## config.mk

```make
export PLATFORM = sky130hd
export DESIGN_NAME = digital_clock_with_debounced_set_keys_core
export DESIGN_NICKNAME = d
export VERILOG_FILES = /design/src/hdl/dclk_pkg.sv /design/src/hdl/digital_clock_with_debounced_set_keys_core.sv
export SDC_FILE = /design/constraint.sdc
export NUM_CORES = 1
export LEC_CHECK = 0
export ABC_AREA = 1
export BUFFER_PORTS_ARGS = -buffer_cell sky130_fd_sc_hd__buf_2
export CAP_MARGIN = 20
export CORE_UTILIZATION = 55
export DETAILED_ROUTE_END_ITERATION = 8
export PLACE_DENSITY = 0.87
export SYNTH_ARGS = -nofsm -noshare
export SYNTH_HDL_FRONTEND = slang
export SYNTH_SLANG_ARGS = --single-unit
export TNS_END_PERCENT = 1
```

## constraint.sdc

```tcl
create_clock -name clk -period 5.75 [get_ports clk]
set_input_delay 1.15 -clock clk [delete_from_list [all_inputs] [get_ports clk]]
set_output_delay 1.15 -clock clk [all_outputs]
set_load 0.05 [all_outputs]
```

## src/hdl/dclk_pkg.sv

```systemverilog
`timescale 1ns / 1ps
`default_nettype none

package dclk_pkg;

    // Key codes; the debounced mask must match one exactly
    localparam logic [5:0] KEY_HOUR_UP   = 6'b100001;
    localparam logic [5:0] KEY_HOUR_DOWN = 6'b100010;
    localparam logic [5:0] KEY_MIN_UP    = 6'b010001;
    localparam logic [5:0] KEY_MIN_DOWN  = 6'b010010;
    localparam logic [5:0] KEY_SEC_UP    = 6'b000101;
    localparam logic [5:0] KEY_SEC_DOWN  = 6'b000110;

    // Time limits and reset values
    localparam logic [5:0]  SEC_TOP       = 6'd59;
    localparam logic [5:0]  MIN_TOP       = 6'd59;
    localparam logic [4:0]  HOUR_TOP      = 5'd23;
    localparam logic [5:0]  SEC_RESET     = 6'd52;
    localparam logic [5:0]  MIN_RESET     = 6'd59;
    localparam logic [4:0]  HOUR_RESET    = 5'd13;
    localparam logic [15:0] TPS_RESET     = 16'd900;

    typedef struct packed {
        logic [2:0] tens;
        logic [3:0] ones;
    } digits_t;

    // Split a value below 64 into tens and ones
    function automatic digits_t split_digits(input logic [5:0] v);
        digits_t d;
        logic [5:0] base;
        begin
            if (v >= 6'd60)
            begin
                d.tens = 3'd6;
            end
            else if (v >= 6'd50)
            begin
                d.tens = 3'd5;
            end
            else if (v >= 6'd40)
            begin
                d.tens = 3'd4;
            end
            else if (v >= 6'd30)
            begin
                d.tens = 3'd3;
            end
            else if (v >= 6'd20)
            begin
                d.tens = 3'd2;
            end
            else if (v >= 6'd10)
            begin
                d.tens = 3'd1;
            end
            else
            begin
                d.tens = 3'd0;
            end
            base = {d.tens, 3'b000} + {2'b00, d.tens, 1'b0};
            d.ones = 4'(v - base);
            return d;
        end
    endfunction

    // Seven-segment pattern, bit 0 = segment a; blank for non-digits
    function automatic logic [6:0] seg_of(input logic [3:0] digit);
        logic [6:0] s;
        begin
            case (digit)
                4'd0:    s = 7'h3F;
                4'd1:    s = 7'h06;
                4'd2:    s = 7'h5B;
                4'd3:    s = 7'h4F;
                4'd4:    s = 7'h66;
                4'd5:    s = 7'h6D;
                4'd6:    s = 7'h7D;
                4'd7:    s = 7'h07;
                4'd8:    s = 7'h7F;
                4'd9:    s = 7'h6F;
                default: s = 7'h00;
            endcase
            return s;
        end
    endfunction

endpackage

`default_nettype wire

```

## src/hdl/digital_clock_with_debounced_set_keys_core.sv

```systemverilog
`timescale 1ns / 1ps
`default_nettype none

// 24-hour clock with debounced set keys.
// Input channel (in_valid/in_ready/key_mask): one transaction per timer tick,
// carrying the key scan of that tick. A key action fires when the mask is
// nonzero, matches the two previous masks and differs from the third one back.
// Output channel (out_valid/out_ready): one transaction per input transaction
// with the time after the tick, a second-elapsed flag and six digit patterns.
// Config channel (cfg_valid/cfg_ready/ticks_per_second): sets the prescaler
// reload; always ready. The user must write it only while the block is idle;
// the block does not enforce this. The result register loads on the edge
// that accepts the tick. Throughput is one tick per cycle unless the receiver
// stalls; all key, prescaler and time logic sits between the state registers
// and the result register. When the receiver stalls, the result register
// holds and in_ready drops until the pending transaction is taken.
// Reset sets the time to 13:59:52, clears the prescaler and key history,
// loads 900 ticks per second and empties the result register.
module digital_clock_with_debounced_set_keys_core (
    input  wire logic        clk,
    input  wire logic        rst_n,
    input  wire logic        cfg_valid,
    output logic             cfg_ready,
    input  wire logic [15:0] ticks_per_second,
    input  wire logic        in_valid,
    output logic             in_ready,
    input  wire logic [5:0]  key_mask,
    output logic             out_valid,
    input  wire logic        out_ready,
    output logic [5:0]       seconds,
    output logic [5:0]       minutes,
    output logic [4:0]       hours,
    output logic             second_elapsed,
    output logic [6:0]       seg_sec_ones,
    output logic [6:0]       seg_sec_tens,
    output logic [6:0]       seg_min_ones,
    output logic [6:0]       seg_min_tens,
    output logic [6:0]       seg_hour_ones,
    output logic [6:0]       seg_hour_tens
);
    import dclk_pkg::*;

    logic [15:0] tps_reg;
    logic [15:0] tick_count_reg;
    logic [15:0] tick_count_next;
    logic [5:0]  sec_count_reg;
    logic [5:0]  sec_count_next;
    logic [5:0]  min_count_reg;
    logic [5:0]  min_count_next;
    logic [4:0]  hour_count_reg;
    logic [4:0]  hour_count_next;
    logic [5:0]  hist0_reg;
    logic [5:0]  hist1_reg;
    logic [5:0]  hist2_reg;
    logic        out_valid_reg;
    logic [5:0]  seconds_reg;
    logic [5:0]  minutes_reg;
    logic [4:0]  hours_reg;
    logic        elapsed_reg;
    logic        elapsed_next;
    logic [6:0]  seg_reg [6];

    logic        in_fire;
    logic        key_fire;
    logic [5:0]  sec_key;
    logic [5:0]  min_key;
    logic [4:0]  hour_key;
    logic [15:0] tick_inc;
    digits_t     sec_dig;
    digits_t     min_dig;
    digits_t     hour_dig;

    assign cfg_ready = 1'b1;
    assign in_ready  = !out_valid_reg || out_ready;
    assign in_fire   = in_valid && in_ready;

    // Debounce: stable for three scans, new against the fourth
    assign key_fire = (key_mask != 6'd0) && (key_mask == hist0_reg)
                   && (key_mask == hist1_reg) && (key_mask != hist2_reg);

    // Apply a key action to the time
    always_comb
    begin
        sec_key  = sec_count_reg;
        min_key  = min_count_reg;
        hour_key = hour_count_reg;
        if (key_fire)
        begin
            case (key_mask)
                KEY_HOUR_UP:
                    hour_key = (hour_count_reg < HOUR_TOP) ? hour_count_reg + 5'd1 : 5'd0;
                KEY_HOUR_DOWN:
                    hour_key = (hour_count_reg != 5'd0 && hour_count_reg <= HOUR_TOP)
                             ? hour_count_reg - 5'd1 : HOUR_TOP;
                KEY_MIN_UP:
                    min_key = (min_count_reg < MIN_TOP) ? min_count_reg + 6'd1 : 6'd0;
                KEY_MIN_DOWN:
                    min_key = (min_count_reg != 6'd0 && min_count_reg <= MIN_TOP)
                            ? min_count_reg - 6'd1 : MIN_TOP;
                KEY_SEC_UP:
                    sec_key = (sec_count_reg < SEC_TOP) ? sec_count_reg + 6'd1 : 6'd0;
                KEY_SEC_DOWN:
                    sec_key = (sec_count_reg != 6'd0 && sec_count_reg <= SEC_TOP)
                            ? sec_count_reg - 6'd1 : SEC_TOP;
                default:
                begin
                    sec_key  = sec_count_reg;
                end
            endcase
        end
    end

    // Advance the prescaler and, on reload, the time by one second
    assign tick_inc     = tick_count_reg + 16'd1;
    assign elapsed_next = (tick_inc >= tps_reg);

    always_comb
    begin
        tick_count_next = tick_inc;
        sec_count_next  = sec_key;
        min_count_next  = min_key;
        hour_count_next = hour_key;
        if (elapsed_next)
        begin
            tick_count_next = tick_inc - tps_reg;
            if (sec_key >= SEC_TOP)
            begin
                sec_count_next = 6'd0;
                if (min_key >= MIN_TOP)
                begin
                    min_count_next = 6'd0;
                    hour_count_next = (hour_key >= HOUR_TOP) ? 5'd0 : hour_key + 5'd1;
                end
                else
                begin
                    min_count_next = min_key + 6'd1;
                end
            end
            else
            begin
                sec_count_next = sec_key + 6'd1;
            end
        end
    end

    assign sec_dig  = split_digits(sec_count_next);
    assign min_dig  = split_digits(min_count_next);
    assign hour_dig = split_digits({1'b0, hour_count_next});

    // Hold configuration, time state and key history
    always_ff @(posedge clk or negedge rst_n)
    begin
        if (!rst_n)
        begin
            tps_reg        <= TPS_RESET;
            tick_count_reg <= 16'd0;
            sec_count_reg  <= SEC_RESET;
            min_count_reg  <= MIN_RESET;
            hour_count_reg <= HOUR_RESET;
            hist0_reg      <= 6'd0;
            hist1_reg      <= 6'd0;
            hist2_reg      <= 6'd0;
            out_valid_reg  <= 1'b0;
        end
        else
        begin
            if (cfg_valid && cfg_ready)
            begin
                tps_reg <= ticks_per_second;
            end
            if (in_fire)
            begin
                tick_count_reg <= tick_count_next;
                sec_count_reg  <= sec_count_next;
                min_count_reg  <= min_count_next;
                hour_count_reg <= hour_count_next;
                hist2_reg      <= hist1_reg;
                hist1_reg      <= hist0_reg;
                hist0_reg      <= key_mask;
                out_valid_reg  <= 1'b1;
            end
            else if (out_ready)
            begin
                out_valid_reg <= 1'b0;
            end
        end
    end

    // Load the result register on each accepted tick
    always_ff @(posedge clk)
    begin
        if (in_fire)
        begin
            seconds_reg <= sec_count_next;
            minutes_reg <= min_count_next;
            hours_reg   <= hour_count_next;
            elapsed_reg <= elapsed_next;
            seg_reg[0]  <= seg_of(sec_dig.ones);
            seg_reg[1]  <= seg_of({1'b0, sec_dig.tens});
            seg_reg[2]  <= seg_of(min_dig.ones);
            seg_reg[3]  <= seg_of({1'b0, min_dig.tens});
            seg_reg[4]  <= seg_of(hour_dig.ones);
            seg_reg[5]  <= seg_of({1'b0, hour_dig.tens});
        end
    end

    assign out_valid      = out_valid_reg;
    assign seconds        = seconds_reg;
    assign minutes        = minutes_reg;
    assign hours          = hours_reg;
    assign second_elapsed = elapsed_reg;
    assign seg_sec_ones   = seg_reg[0];
    assign seg_sec_tens   = seg_reg[1];
    assign seg_min_ones   = seg_reg[2];
    assign seg_min_tens   = seg_reg[3];
    assign seg_hour_ones  = seg_reg[4];
    assign seg_hour_tens  = seg_reg[5];

    // Time state never leaves its range
    assert property (@(posedge clk) disable iff (!rst_n)
        sec_count_reg <= SEC_TOP && min_count_reg <= MIN_TOP && hour_count_reg <= HOUR_TOP)
        else $error("time state out of range");

    // Each accepted tick leaves a pending result
    assert property (@(posedge clk) disable iff (!rst_n)
        in_fire |=> out_valid_reg)
        else $error("accepted tick produced no result");

    // A pending result mirrors the time state
    assert property (@(posedge clk) disable iff (!rst_n)
        out_valid_reg |-> (seconds_reg == sec_count_reg && minutes_reg == min_count_reg
                           && hours_reg == hour_count_reg))
        else $error("result register out of step with time state");

    // A stalled result blocks new ticks
    assert property (@(posedge clk) disable iff (!rst_n)
        (out_valid_reg && !out_ready) |-> !in_ready)
        else $error("tick accepted over a stalled result");

endmodule

`default_nettype wire

```

# Word level (Yosys, flattened, before mapping)

Memory sizes are Yosys's and may differ from the RTL's.
Index checks and enable logic that the tools add are counted.

Add/subtract/negate cells: 17
Multipliers: 0
Div/mod/pow operators: 0
Order comparisons: 28
Equal/unequal tests: 9
Shifts and indexed selects: 0
Mux-type cells: 50
Bitwise gates (word level): 0
Reduce and logical (&&, ||, !) cells: 14

Operators by type and width:

| operator                                                              | number |
|---|---|
| 6-bit two-way mux                                                     | 11 |
| 6-bit >= comparator, second input constant                            | 8 |
| 7-bit two-way mux                                                     | 6 |
| 5-bit two-way mux                                                     | 7 |
| 3-bit two-way mux                                                     | 9 |
| 6-bit by 1-bit adder with 6-bit output, second input constant         | 4 |
| 6-bit by 5-bit >= comparator with 1-bit output, second input constant | 4 |
| 6-bit case mux with 2 select lines                                    | 2 |
| 5-bit by 6-bit >= comparator with 1-bit output, second input constant | 3 |
| 6-bit nonzero test                                                    | 3 |
| 16-bit by 1-bit adder with 16-bit output, second input constant       | 1 |
| 16-bit >= comparator                                                  | 1 |
| 16-bit two-way mux                                                    | 1 |
| 16-bit subtractor                                                     | 1 |
| 5-bit >= comparator, second input constant                            | 3 |
| 4-bit adder                                                           | 3 |
| 6-bit by 3-bit equality test with 1-bit output, second input constant | 2 |
| 6-bit by 5-bit equality test with 1-bit output, second input constant | 2 |
| 6-bit equality test                                                   | 2 |
| 6-bit equality test, second input constant                            | 2 |
| 6-bit by 4-bit >= comparator with 1-bit output, second input constant | 2 |
| 6-bit less-or-equal comparator, second input constant                 | 2 |
| 6-bit less-than comparator, second input constant                     | 2 |
| 2-bit two-way mux                                                     | 6 |
| 15 further kinds                                                      | 31 |

Register bits after elaboration: 86
Latch bits: 0
RAM bits: 42
Memory bits (read-only): 504
Input port bits: 27
Output and inout port bits: 63
Logic and storage cells: 138
Memories kept: 7

Memories:

| name             | words | bits a word | rd ports | clocked after Yosys merged registers in | wr ports | line           | text |
|---|---|---|---|---|---|---|---|
| (name not given) | 16    | 7           | 1        | 0                                       | 0        | dclk_pkg.sv:71 | `case (digit)` |
| (name not given) | 16    | 7           | 1        | 0                                       | 0        | dclk_pkg.sv:71 |  |
| (name not given) | 16    | 7           | 1        | 0                                       | 0        | dclk_pkg.sv:71 |  |
| (name not given) | 8     | 7           | 1        | 0                                       | 0        | dclk_pkg.sv:71 |  |
| (name not given) | 8     | 7           | 1        | 0                                       | 0        | dclk_pkg.sv:71 |  |
| (name not given) | 8     | 7           | 1        | 0                                       | 0        | dclk_pkg.sv:71 |  |
| +1 memories      | --    | --          | --       | --                                      | --       | --             |  |

# Longest topological paths before layout

Gate-level depths: netlist (run 1).
An unclocked memory read counts as a cell.

Depth in word-level cells: 21
Gate-level depth with buffers: 38
Gate-level depth less buffers: 38

# Least setup slack after synthesis (run 1)

No wires, ideal clock.

Path type: reg-to-reg
Start: register tick_count_reg[2]
End: memory seg_reg[0][0] (data pin)
Library setup time: 0.132 ns
Data arrival time: 5.392 ns
Required time: 5.618 ns
Path slack: 0.227 ns
Stages on the path, launching flop included: 37
Path buffers: 1
Period minus slack after synthesis: 5.523 ns
Cell sequence: dfrtp_1 -> inv_1 -> nor3_1 -> nand3_1 -> nor4_1 -> nand3_1 -> nor3_1 -> inv_1 -> nor3_1 -> nand2_1 -> xnor2_1 -> ha_1 -> nand2_1 -> nor4_1 -> nand2_1 -> nand3_1 -> clkbuf_1 -> nand2_1 -> o21ai_2 -> inv_1 -> nand2_1 -> nor2_1 -> nor2_1 -> nand2_1 -> nand2_1 -> inv_1 -> nor2_1 -> inv_1 -> ha_1 -> inv_1 -> or2_2 -> nand2_1 -> inv_1 -> or2_2 -> o21ai_0 -> nand3_1 -> nand2_1

RTL lines:

| what                     | line                                              | text |
|---|---|---|
| start: declaration       | digital_clock_with_debounced_set_keys_core.sv:44  | `logic [15:0] tick_count_reg;` |
| start signal: assignment | digital_clock_with_debounced_set_keys_core.sv:173 | `tick_count_reg <= tick_count_next;` |
| end: declaration         | digital_clock_with_debounced_set_keys_core.sv:61  | `logic [6:0] seg_reg [6];` |

==> results of run 1 <==
area by class of cell:
cell class | instances | area (µm²) | share of cell area
Sequential cell | 126 | 3462 | 0.3160
Tap cell | 216 | 270.3 | 0.02467
Timing Repair Buffer | 123 | 718.2 | 0.06556
Multi-Input combinational cell | 891 | 5223 | 0.4768
Clock buffer | 19 | 432.9 | 0.03952
Clock inverter | 13 | 195.2 | 0.01782
Inverter | 172 | 653.1 | 0.05962
worst max-delay path: cells and delay by family, from the launching register on:
| kind | cells | cell delay, ps |
|---|---|---|
| buffers and inverters | 7 | 870 |
| AND/OR/NAND/NOR | 23 | 3040 |
| flip-flops | 1 | 350 |
| AO/OA/AOI/OAI | 2 | 230 |
| adder cells (fa/ha/maj) | 4 | 900 |
| XOR/XNOR | 1 | 120 |
per-layer routing:
layer,up-vias,global-route usage,share of wire
li1,4163,-,-
met1,3795,0.2754,0.42
met5,-,0,0
met4,0,0.09625,0.025
met2,294,0.4227,0.50
met3,51,0.05401,0.049
power by group:
group	total [mW]	leakage [nW]	switching [mW]	internal, mW
Sequential	1.56	1.35	0.170	1.39
Clock	1.16	0.299	0.398	0.762
Combinational	4.20	3.82	2.78	1.42
Total	6.92	5.47	3.35	3.57
cell usage in the layout (no fill, tap or decap), types with 4 or more instances in the layout:
cell type / count
a21oi_1: 39
buf_2: 88
buf_4: 31
buf_6: 4
bufinv_16: 5
clkbuf_16: 17
dfrtp_1: 53
dfstp_2: 15
edfxtp_1: 58
ha_1: 62
inv_1: 148
inv_2: 22
nand2_1: 336
nand2_2: 28
nand2_4: 6
nand3_1: 66
nand3_2: 14
nand3_4: 5
nand4_1: 19
nor2_1: 65
nor2_2: 11
nor2_4: 6
nor3_1: 9
nor3_2: 6
o211ai_1: 4
o21ai_0: 108
o21ai_1: 9
o21ai_2: 5
or2_2: 14
xnor2_1: 9
xor2_1: 31
worst max-delay path by stage:
stage,slack [ps],cells after the start,endpoint
6_report,110,37,seg_reg[2][6]
5_1_grt,-270,37,seg_reg[2][3]
4_1_cts,50,34,seg_reg[2][0]
3_5_place_dp,-380,34,seg_reg[2][0]
3_3_place_gp,-70,34,seg_reg[2][0]
2_1_floorplan,230,36,seg_reg[0][0]
through the flow:
stage | hold slack (ps) | setup slack (ps) | utilization | TNS (ps) | area [µm²]
3_5_place_dp | 486.3 | -381.1 | 0.6157 | -4008 | 9922
3_3_place_gp | 483.3 | -67.90 | 0.6157 | -103.2 | 9922
2_1_floorplan | 465.3 | 226.9 | - | 0 | 9214
5_1_grt | 520.4 | -269.6 | 0.6797 | -3276 | 10950
6_report | 496.5 | 106.4 | 0.6797 | 0 | 10950
4_1_cts | 497.1 | 52.62 | 0.6589 | 0 | 10620
cells by family (layout without fill, tap and decap cells):
family          Yosys count  in the layout  synth area share
simple gates            596            596            0.2941
buf+inv                 201            327           0.08613
compound gates          181            181            0.1075
flops                   126            126            0.3759
fa+ha+maj                67             67           0.09184
xor+xnor                 42             42           0.04076
mux                       3              3          0.003396
other cells               1              2         0.0004072
repair_timing:
item                       4_1_cts  5_1_grt
pin swaps                        5       17
resized for setup                8       61
setup buffers                    4       12
gates cloned                     0        1
setup endpoints to repair       21       21
==> reports/metrics.cfg, run 1 <==
[timing]
setup_viol = 0
max_freq_mhz = 177.2
period_minus_slack_ps = 5644
maxSlewHeadroom = 0.4173
worstMarginPinSlew_ps = 874.0
final_max_slew_viol_count = 0
min_period_over_period = 0.9815
hold_violations = 0
finClkSkew_ps = 11.64
rsz0062_at_grt = yes

[logic_synthesis]
yosysSeqAreaShare = 0.3759
synthesis.area_um2 = 9210
syn_inst = 1217
synth.most_common_cell = nand2_1
synth_largest_area_cell = edfxtp_1
yosys_warnings = 0
synthTopCellsByCount = nand2_1, inv_1, o21ai_0
synth_top_cell_area_share = 0.1891
synth_flop_cell = edfxtp_1
synth_edf_count = 58
synthTopCellsByArea = edfxtp_1, dfrtp_1, nand2_1, ha_1, inv_1
ys_seq_elements = 126
synth_cell_types = 53
avgSynthCellArea_um2 = 7.568
synthArstFlopShare = 0.5397

[setup_path]
critical_path_arrival_ps = 5940
end_kind = flip-flop
critPathLaunch = tick_count_reg[0]
cp_max_fo = 5
crit_slowest_cell = nor4_4
reg2reg_depth = 37
crit_top_cell = nand2_1
cpPeakStageDelay_ps = 370
critPathRequiredTime_ps = 6050
regToRegSetupSlack_ps = 110
reg2reg_from = tick_count_reg[0]
r2r-end = seg_reg[2][6]
criticalPathCategory = flip-flop to flip-flop
start_kind = flip-flop

[floorplan]
rows = 46
start_util = 0.5715
design.core.area_um2 = 16120
ioPinCount = 90
die_w_um = 131.4
die_area_um2 = 17270
die_h_um = 131.4

[place]
dp_hpwl_um = 13770
placed_cells_incl_taps = 1511
gp_congestion = 0.9217
portBuffers = 87

[cells_and_area]
synthToLayoutAreaGrowth_pct = 18.94
num_antenna_cells = 0
layout.nets = 1425
largest_reg_flops = 40
nFillCells = 1240
final_cells = 1560
layout-drive-gt1-share = 0.2262

[clock_network]
cts_sinks = 126
postCtsHoldBufs = 0
cts_tree = built
cts_buffers = 17
clockBufferDepth = 2
clock_latency_ps = 430
clk_pin_slew_ps = 60
htreeDepth = 4
cts_root_buf = clkbuf_16

[routing]
viasPerCell = 5.322
num_vias = 8303
dr.pass1.iters = 6
drc = 0
wl_per_cell_um = 13.29
dr.first_iter.drc_count = 614
ant_nets = 0
drt-total-wl_um = 20730

[grt]
grt_max_degree = 77
overflow = 0
grt_pass1_vias = 7814
grt_antenna_before_repair = 0
grt_usage = 0.2380
grt_first_pass_wirelength_um = 34030

[job]
max_cap_viol_count = 0

[worst_hold_path]
min_from = tps_reg[7]
whs_endpoint = tps_reg[7]
holdCritPathClass = flip-flop to flip-flop
hold_path_depth = 2

[pwr]
power.total_mw = 6.919
pwr_density_cell_nw_per_um2 = 631.6
ir_drop_mv = 0.4787
p_leak_nw = 5.470

[status]
outcome = finished clean

Note: power is estimated with default switching activity, not from simulation.
==> run 2: changes to the inputs <==
- PLACE_DENSITY: 0.87 -> 0.84
- clock period: 5.75 -> 5.95 ns (I/O delays scaled with it)
==> reports/metrics.cfg, run 2 (synthesis gave the netlist of run 1 again) <==
[status]
outcome = finished clean

[floorplan]
ioPinCount = 90  ; unchanged
rows = 46  ; unchanged
start_util = 0.5715  ; unchanged
die_h_um = 131.4  ; unchanged
die_w_um = 131.4  ; unchanged
die_area_um2 = 17270  ; unchanged
design.core.area_um2 = 16120  ; unchanged

[place]
dp_hpwl_um = 13780  ; +0.11%
placed_cells_incl_taps = 1509  ; -0.13%
gp_congestion = 0.8991  ; -2.5%
postPlaceCellArea_um2 = 9907  ; -0.15%
portBuffers = 87  ; unchanged

[timing]
min_period_over_period = 0.9339  ; -0.04759
finClkSkew_ps = 11.19  ; -0.4565 ps
max_freq_mhz = 180.0  ; +1.6%
setup_viol = 0  ; unchanged
worstMarginPinSlew_ps = 901.1  ; +27.07 ps
period_minus_slack_ps = 5557  ; -86.89 ps
maxSlewHeadroom = 0.3993  ; -0.01804
fin_hold_ws_ps = 499.1  ; +2.536 ps
hold_violations = 0  ; unchanged
rsz0062_at_grt = yes
final_max_slew_viol_count = 0  ; unchanged

[grt]
overflow = 0  ; unchanged
grt_antenna_before_repair = 0  ; unchanged
grt_pass1_vias = 7562  ; -3.2%
grt_first_pass_wirelength_um = 33630  ; -1.2%
grt_usage = 0.2351  ; -0.002898
grt_max_degree = 77  ; unchanged

[setup_path]
regToRegSetupSlack_ps = 390  ; +290 ps
critical_path_arrival_ps = 5850  ; -90 ps
cpPeakStageDelay_ps = 380  ; about the same
crit_slowest_cell = dfrtp_1
r2r-end = seg_reg[4][0]
reg2reg_from = tick_count_reg[2]
start_kind = flip-flop
end_kind = flip-flop
cp_max_fo = 8  ; +3
criticalPathCategory = flip-flop to flip-flop
critPathRequiredTime_ps = 6250  ; +200 ps
reg2reg_depth = 33  ; -11%

[worst_hold_path]
whs_endpoint = tps_reg[8]
hold_path_depth = 2  ; unchanged
holdCritPathClass = flip-flop to flip-flop
min_from = tps_reg[8]

[clock_network]
clock_latency_ps = 430  ; about the same
clk_pin_slew_ps = 60  ; about the same
cts_tree = built
cts_sinks = 126  ; unchanged
htreeDepth = 4  ; unchanged
clockBufferDepth = 2  ; unchanged
cts_root_buf = clkbuf_16
postCtsHoldBufs = 0  ; unchanged
cts_buffers = 17  ; unchanged

[cells_and_area]
synthToLayoutAreaGrowth_pct = 16.76
final_cells = 1549  ; -0.71%
layout_commonest_cell = nand2_1
nFillCells = 1299  ; +4.8%
largest_reg_flops = 40  ; unchanged
ff_latch_area_um2 = 3462  ; unchanged
multi_input_area_um2 = 5140  ; -1.6%
layout-drive-gt1-share = 0.2086  ; -0.01764
final_cell_mix = nand2_1, inv_1, o21ai_0
num_antenna_cells = 0  ; unchanged
layout.nets = 1414  ; -0.77%
design_area_um2 = 10750  ; -1.8%

[job]
max_cap_viol_count = 0  ; unchanged

[routing]
dr.first_iter.drc_count = 479  ; -22%
ant_nets = 0  ; unchanged
drt-total-wl_um = 19660  ; -5.1%
wl_per_cell_um = 12.69  ; -4.5%
dr.pass1.iters = 5  ; -1
drc = 0  ; unchanged
viasPerCell = 5.241  ; -1.5%
num_vias = 8119  ; -2.2%

[pwr]
p_clk_frac = 0.164  ; -0.004
p_leak_nw = 5.400  ; -1.3%
netSwitchingPower_mw = 3.150  ; -5.9%
internal_power_mw = 3.311  ; -7.3%
ir_drop_mv = 0.4055  ; -15%
pwr_density_cell_nw_per_um2 = 600.8  ; -4.9%
power.share.sequential = 0.232  ; +0.007
swShare = 0.4876  ; +0.003726
pwr-share-comb = 0.603  ; -0.004

run 2: changes by cell type in the layout (fill, tap and decap cells not counted), sizes merged:
cell,before,now
buf,123,112
bufinv,5,3
clkbuf,19,21
clkinv,7,6
clkinvlp,2,3
run 2: how the worst max path moves through the flow:
stage,startpoint,end,slack [ps]
after floorplan,tick_count_reg[2],seg_reg[0][0],430
after global placement,tick_count_reg[2],seg_reg[2][0],30
after detailed placement,tick_count_reg[2],seg_reg[2][0],-190
after CTS,tick_count_reg[2],seg_reg[2][0],30
after global routing,tick_count_reg[0],seg_reg[2][0],-50
final,tick_count_reg[2],seg_reg[4][0],390
run 2: what timing repair did:
item                       in CTS  in global routing
setup endpoints to repair      21                 21
cloned                          0                  1
pin swaps                       1                  8
setup buffers                   1                  6
resized for setup               5                 39
run 2: critical path: cells and delay by family, from the launching register on:
kind	cells	cell delay (ps)
AND/OR/NAND/NOR	20	3140
XOR/XNOR	1	160
flip-flops	1	380
buffers and inverters	8	820
AO/OA/AOI/OAI	2	270
adder cells (fa/ha/maj)	2	650
run 2: final cells by class:
type | count | share of cell area
clock buffers | 21 | 0.04282
clock inverters | 11 | 0.01303
inverters | 172 | 0.06073
multi-input cells | 891 | 0.4780
flip-flops and latches | 126 | 0.3219
well taps | 216 | 0.02513
repair buffers | 112 | 0.05841
run 2: per-layer routing:
| layer | vias to the layer above | wire length [µm] | track usage |
|---|---|---|---|
| met1 | 3729 | 8515 | 0.2925 |
| li1 | 4139 | - | - |
| met4 | 0 | 397 | 0.08721 |
| met3 | 38 | 829 | 0.03665 |
| met2 | 213 | 9916 | 0.4098 |
| met5 | - | 0 | 0 |
run 2: stage by stage:
step	power, mW	setup slack (ps)	TNS (ps)	utilization
4_1_cts	6.313	30.76	0	0.6543
6_report	6.461	393.3	0	0.6673
2_1_floorplan	4.419	426.9	0	-
5_1_grt	7.024	-46.39	-101.5	0.6673
3_5_place_dp	5.182	-189.4	-1332	0.6148
3_3_place_gp	5.048	25.74	0	0.6148
run 2: power groups by stage:
stage	logic [mW]	registers, mW	clock network, mW
after floorplan	2.50	1.92	0
after global placement	3.55	1.50	0
after detailed placement	3.68	1.50	0
after CTS	3.75	1.49	1.07
after global routing	4.38	1.53	1.11
final	3.90	1.50	1.06
==> run 3: changes to the inputs <==
- ABC_AREA: 1 -> default
- CORE_UTILIZATION: 55 -> 61
- PLACE_DENSITY: 0.84 -> 0.91
==> reports/metrics.cfg, run 3 <==
[grt]
grt_pass1_vias = 7539  ; -0.30%
grt_usage = 0.2866  ; +0.05154
grt_max_degree = 71  ; -7.8%
grt_first_pass_wirelength_um = 34530  ; +2.7%
grt_antenna_before_repair = 0  ; unchanged
overflow = 0  ; unchanged

[clock_network]
cts_root_buf = clkbuf_16
cts_sinks = 126  ; unchanged
cts_tree = built
cts_buffers = 17  ; unchanged
clk_pin_slew_ps = 60  ; about the same
clockBufferDepth = 2  ; unchanged
htreeDepth = 4  ; unchanged
postCtsHoldBufs = 0  ; unchanged
clock_latency_ps = 440  ; about the same

[logic_synthesis]
synth-xor-area-share = 0.05407  ; +0.01331
synth.most_common_cell = nand2_1
ys_seq_elements = 126  ; unchanged
synth_top_cell_area_share = 0.1920  ; +0.002895
synthArstFlopShare = 0.5397  ; unchanged
synth_largest_area_cell = edfxtp_1
synthAdderAreaFrac = 0.09655  ; +0.004716
synthTopCellsByArea = edfxtp_1, dfrtp_1, ha_1, nand2_1, o21ai_0
synthSimpleGateAreaFrac = 0.1902  ; -0.1039
syn_inst = 999  ; -18%
synthMuxAreaShare = 0.04676  ; +0.04336
synth_flop_cell = edfxtp_1
synthesis.area_um2 = 9071  ; -1.5%
yosys_warnings = 0  ; unchanged
synth_top_family_by_area = simple AND/OR/NAND/NOR gates
synth_edf_count = 58  ; unchanged
synth_cell_types = 95  ; +79%
synthTopCellsByCount = nand2_1, o21ai_0, inv_1
avgSynthCellArea_um2 = 9.080  ; +20%
synth-compound-area-share = 0.1812  ; +0.07378
yosysSeqAreaShare = 0.3817  ; +0.005755

[routing]
dr.first_iter.drc_count = 845  ; +76%
dr.pass1.iters = 6  ; +1
num_vias = 8345  ; +2.8%
wl_per_cell_um = 17.58  ; +39%
drc = 0  ; unchanged
drt-total-wl_um = 23610  ; +20%
viasPerCell = 6.214  ; +19%
ant_nets = 0  ; unchanged

[setup_path]
critPathRequiredTime_ps = 6100  ; -150 ps
end_kind = flip-flop
critical_path_arrival_ps = 6280  ; +430 ps
crit_slowest_cell = or4_4
cp_max_fo = 6  ; -2
crit_top_cell = and3_4
cpPeakStageDelay_ps = 580  ; +200 ps
criticalPathCategory = flip-flop to flip-flop
start_kind = flip-flop

[cells_and_area]
multi_input_area_um2 = 5514  ; +7.3%
layout-drive-gt1-share = 0.2657  ; +0.05719
final_cell_mix = nand2_1, buf_2, o21ai_0
ff_latch_area_um2 = 3462  ; unchanged
final_core_util = 0.7633  ; +0.09603
synthToLayoutAreaGrowth_pct = 22.30
layout.nets = 1240  ; -12%
layout_commonest_cell = nand2_1
num_antenna_cells = 0  ; unchanged
nFillCells = 925  ; -29%
largest_reg_flops = 40  ; unchanged

[floorplan]
start_util = 0.6241  ; +0.05263
design.core.area_um2 = 14530  ; -9.8%
rows = 44  ; -4.3%
die_h_um = 123.9  ; -5.7%
ioPinCount = 90  ; unchanged
die_area_um2 = 15360  ; -11%
die_w_um = 123.9  ; -5.7%

[pwr]
ir_drop_mv = 0.4649  ; +15%
p_leak_nw = 4.991  ; -7.6%
power.total_mw = 5.132  ; -21%
pwr_density_cell_nw_per_um2 = 462.5  ; -23%

[worst_hold_path]
holdCritPathClass = flip-flop to flip-flop

[timing]
worstMarginPinSlew_ps = 897.9  ; -3.167 ps
hold_violations = 0  ; unchanged
final_max_slew_viol_count = 0  ; unchanged
finClkSkew_ps = 10.07  ; -1.113 ps
min_period_over_period = 1.030  ; +0.09646
period_minus_slack_ps = 6131  ; +573.9 ps
fin_hold_ws_ps = 495.1  ; -3.934 ps
max_freq_mhz = 163.1  ; -9.4%
maxSlewHeadroom = 0.4014  ; +0.002111
tns_ps = -827.5  ; -827.5 ps
rsz0062_at_grt = yes
setup_viol = 6  ; +6
setup_ws_ps = -180.6  ; -573.9 ps

[job]
max_cap_viol_count = 0  ; unchanged

[place]
portBuffers = 87  ; unchanged
pre_cts_slack_ps = -189.0  ; +0.4580 ps
gp_congestion = 0.9381  ; +4.3%
dp_hpwl_um = 14420  ; +4.6%

[status]
outcome = complete, but fails checks
violations = negative setup slack

run 3: logic make-up (layout without fill, tap and decap cells):
logic type,count (synthesis),in the layout
simple gates,352,352
compound gates,248,248
flops,126,126
buf+inv,108,267
fa+ha+maj,70,70
xor+xnor,53,53
mux,41,41
other cells,1,2
run 3: area by class of cell:
| cell class | count | share of cell area |
|---|---|---|
| Multi-Input combinational cell | 766 | 0.4970 |
| Sequential cell | 126 | 0.3121 |
| Timing Repair Buffer | 166 | 0.09428 |
| Clock buffer | 21 | 0.04534 |
| Inverter | 69 | 0.02346 |
| Clock inverter | 11 | 0.007105 |
| Tap cell | 184 | 0.02075 |
run 3: path summary, 6_finish.rpt:
kind	from	to	slack, ps	cells past startpoint
worst min-delay path	hist2_reg[5]	hist2_reg[5]	500	2
worst min register to register	hist2_reg[5]	hist2_reg[5]	500	2
worst max register to register	tick_count_reg[0]	seg_reg[2][4]	-180	25
min in group asynchronous	rst_n	tps_reg[0]	940	2
worst max-delay path	tick_count_reg[0]	seg_reg[2][4]	-180	25
max in group asynchronous	rst_n	hour_count_reg[4]	4400	2
run 3: per-stage QoR:
step | instances | cell area (µm²)
CTS | 1327 | 10760
detailed placement | 1290 | 10080
global placement | 1290 | 10080
global route | 1343 | 11090
floorplan | 1000 | 9176
finish | 1343 | 11090
run 3: timing repair:
action | CTS | global route
setup endpoints to repair | 21 | 25
gates cloned | 0 | 1
resized for setup | 17 | 38
pin swaps | 9 | 20
setup buffers | 5 | 14
run 3: worst max-delay path: cells and delay by family, from the launching register on:
family / cells / cell delay, ps
compound gates: 8 / 1700
xor+xnor: 2 / 310
fa+ha+maj: 3 / 680
buf+inv: 1 / 220
flops: 1 / 390
mux: 2 / 650
simple gates: 9 / 1870
run 3: metal layers:
metal / vias to the layer above / track usage / part of all wire
met1: 3961 / 0.3562 / 0.40
met3: 104 / 0.05815 / 0.080
met4: 0 / 0.1295 / 0.033
met2: 433 / 0.4802 / 0.49
met5: - / 0 / 0
li1: 3847 / - / -
run 3: report_power, final:
| part | leakage, nW | internal [mW] | switching [mW] |
|---|---|---|---|
| Sequential | 1.31 | 1.18 | 0.163 |
| Clock | 0.282 | 0.604 | 0.412 |
| Combinational | 3.40 | 1.12 | 1.66 |
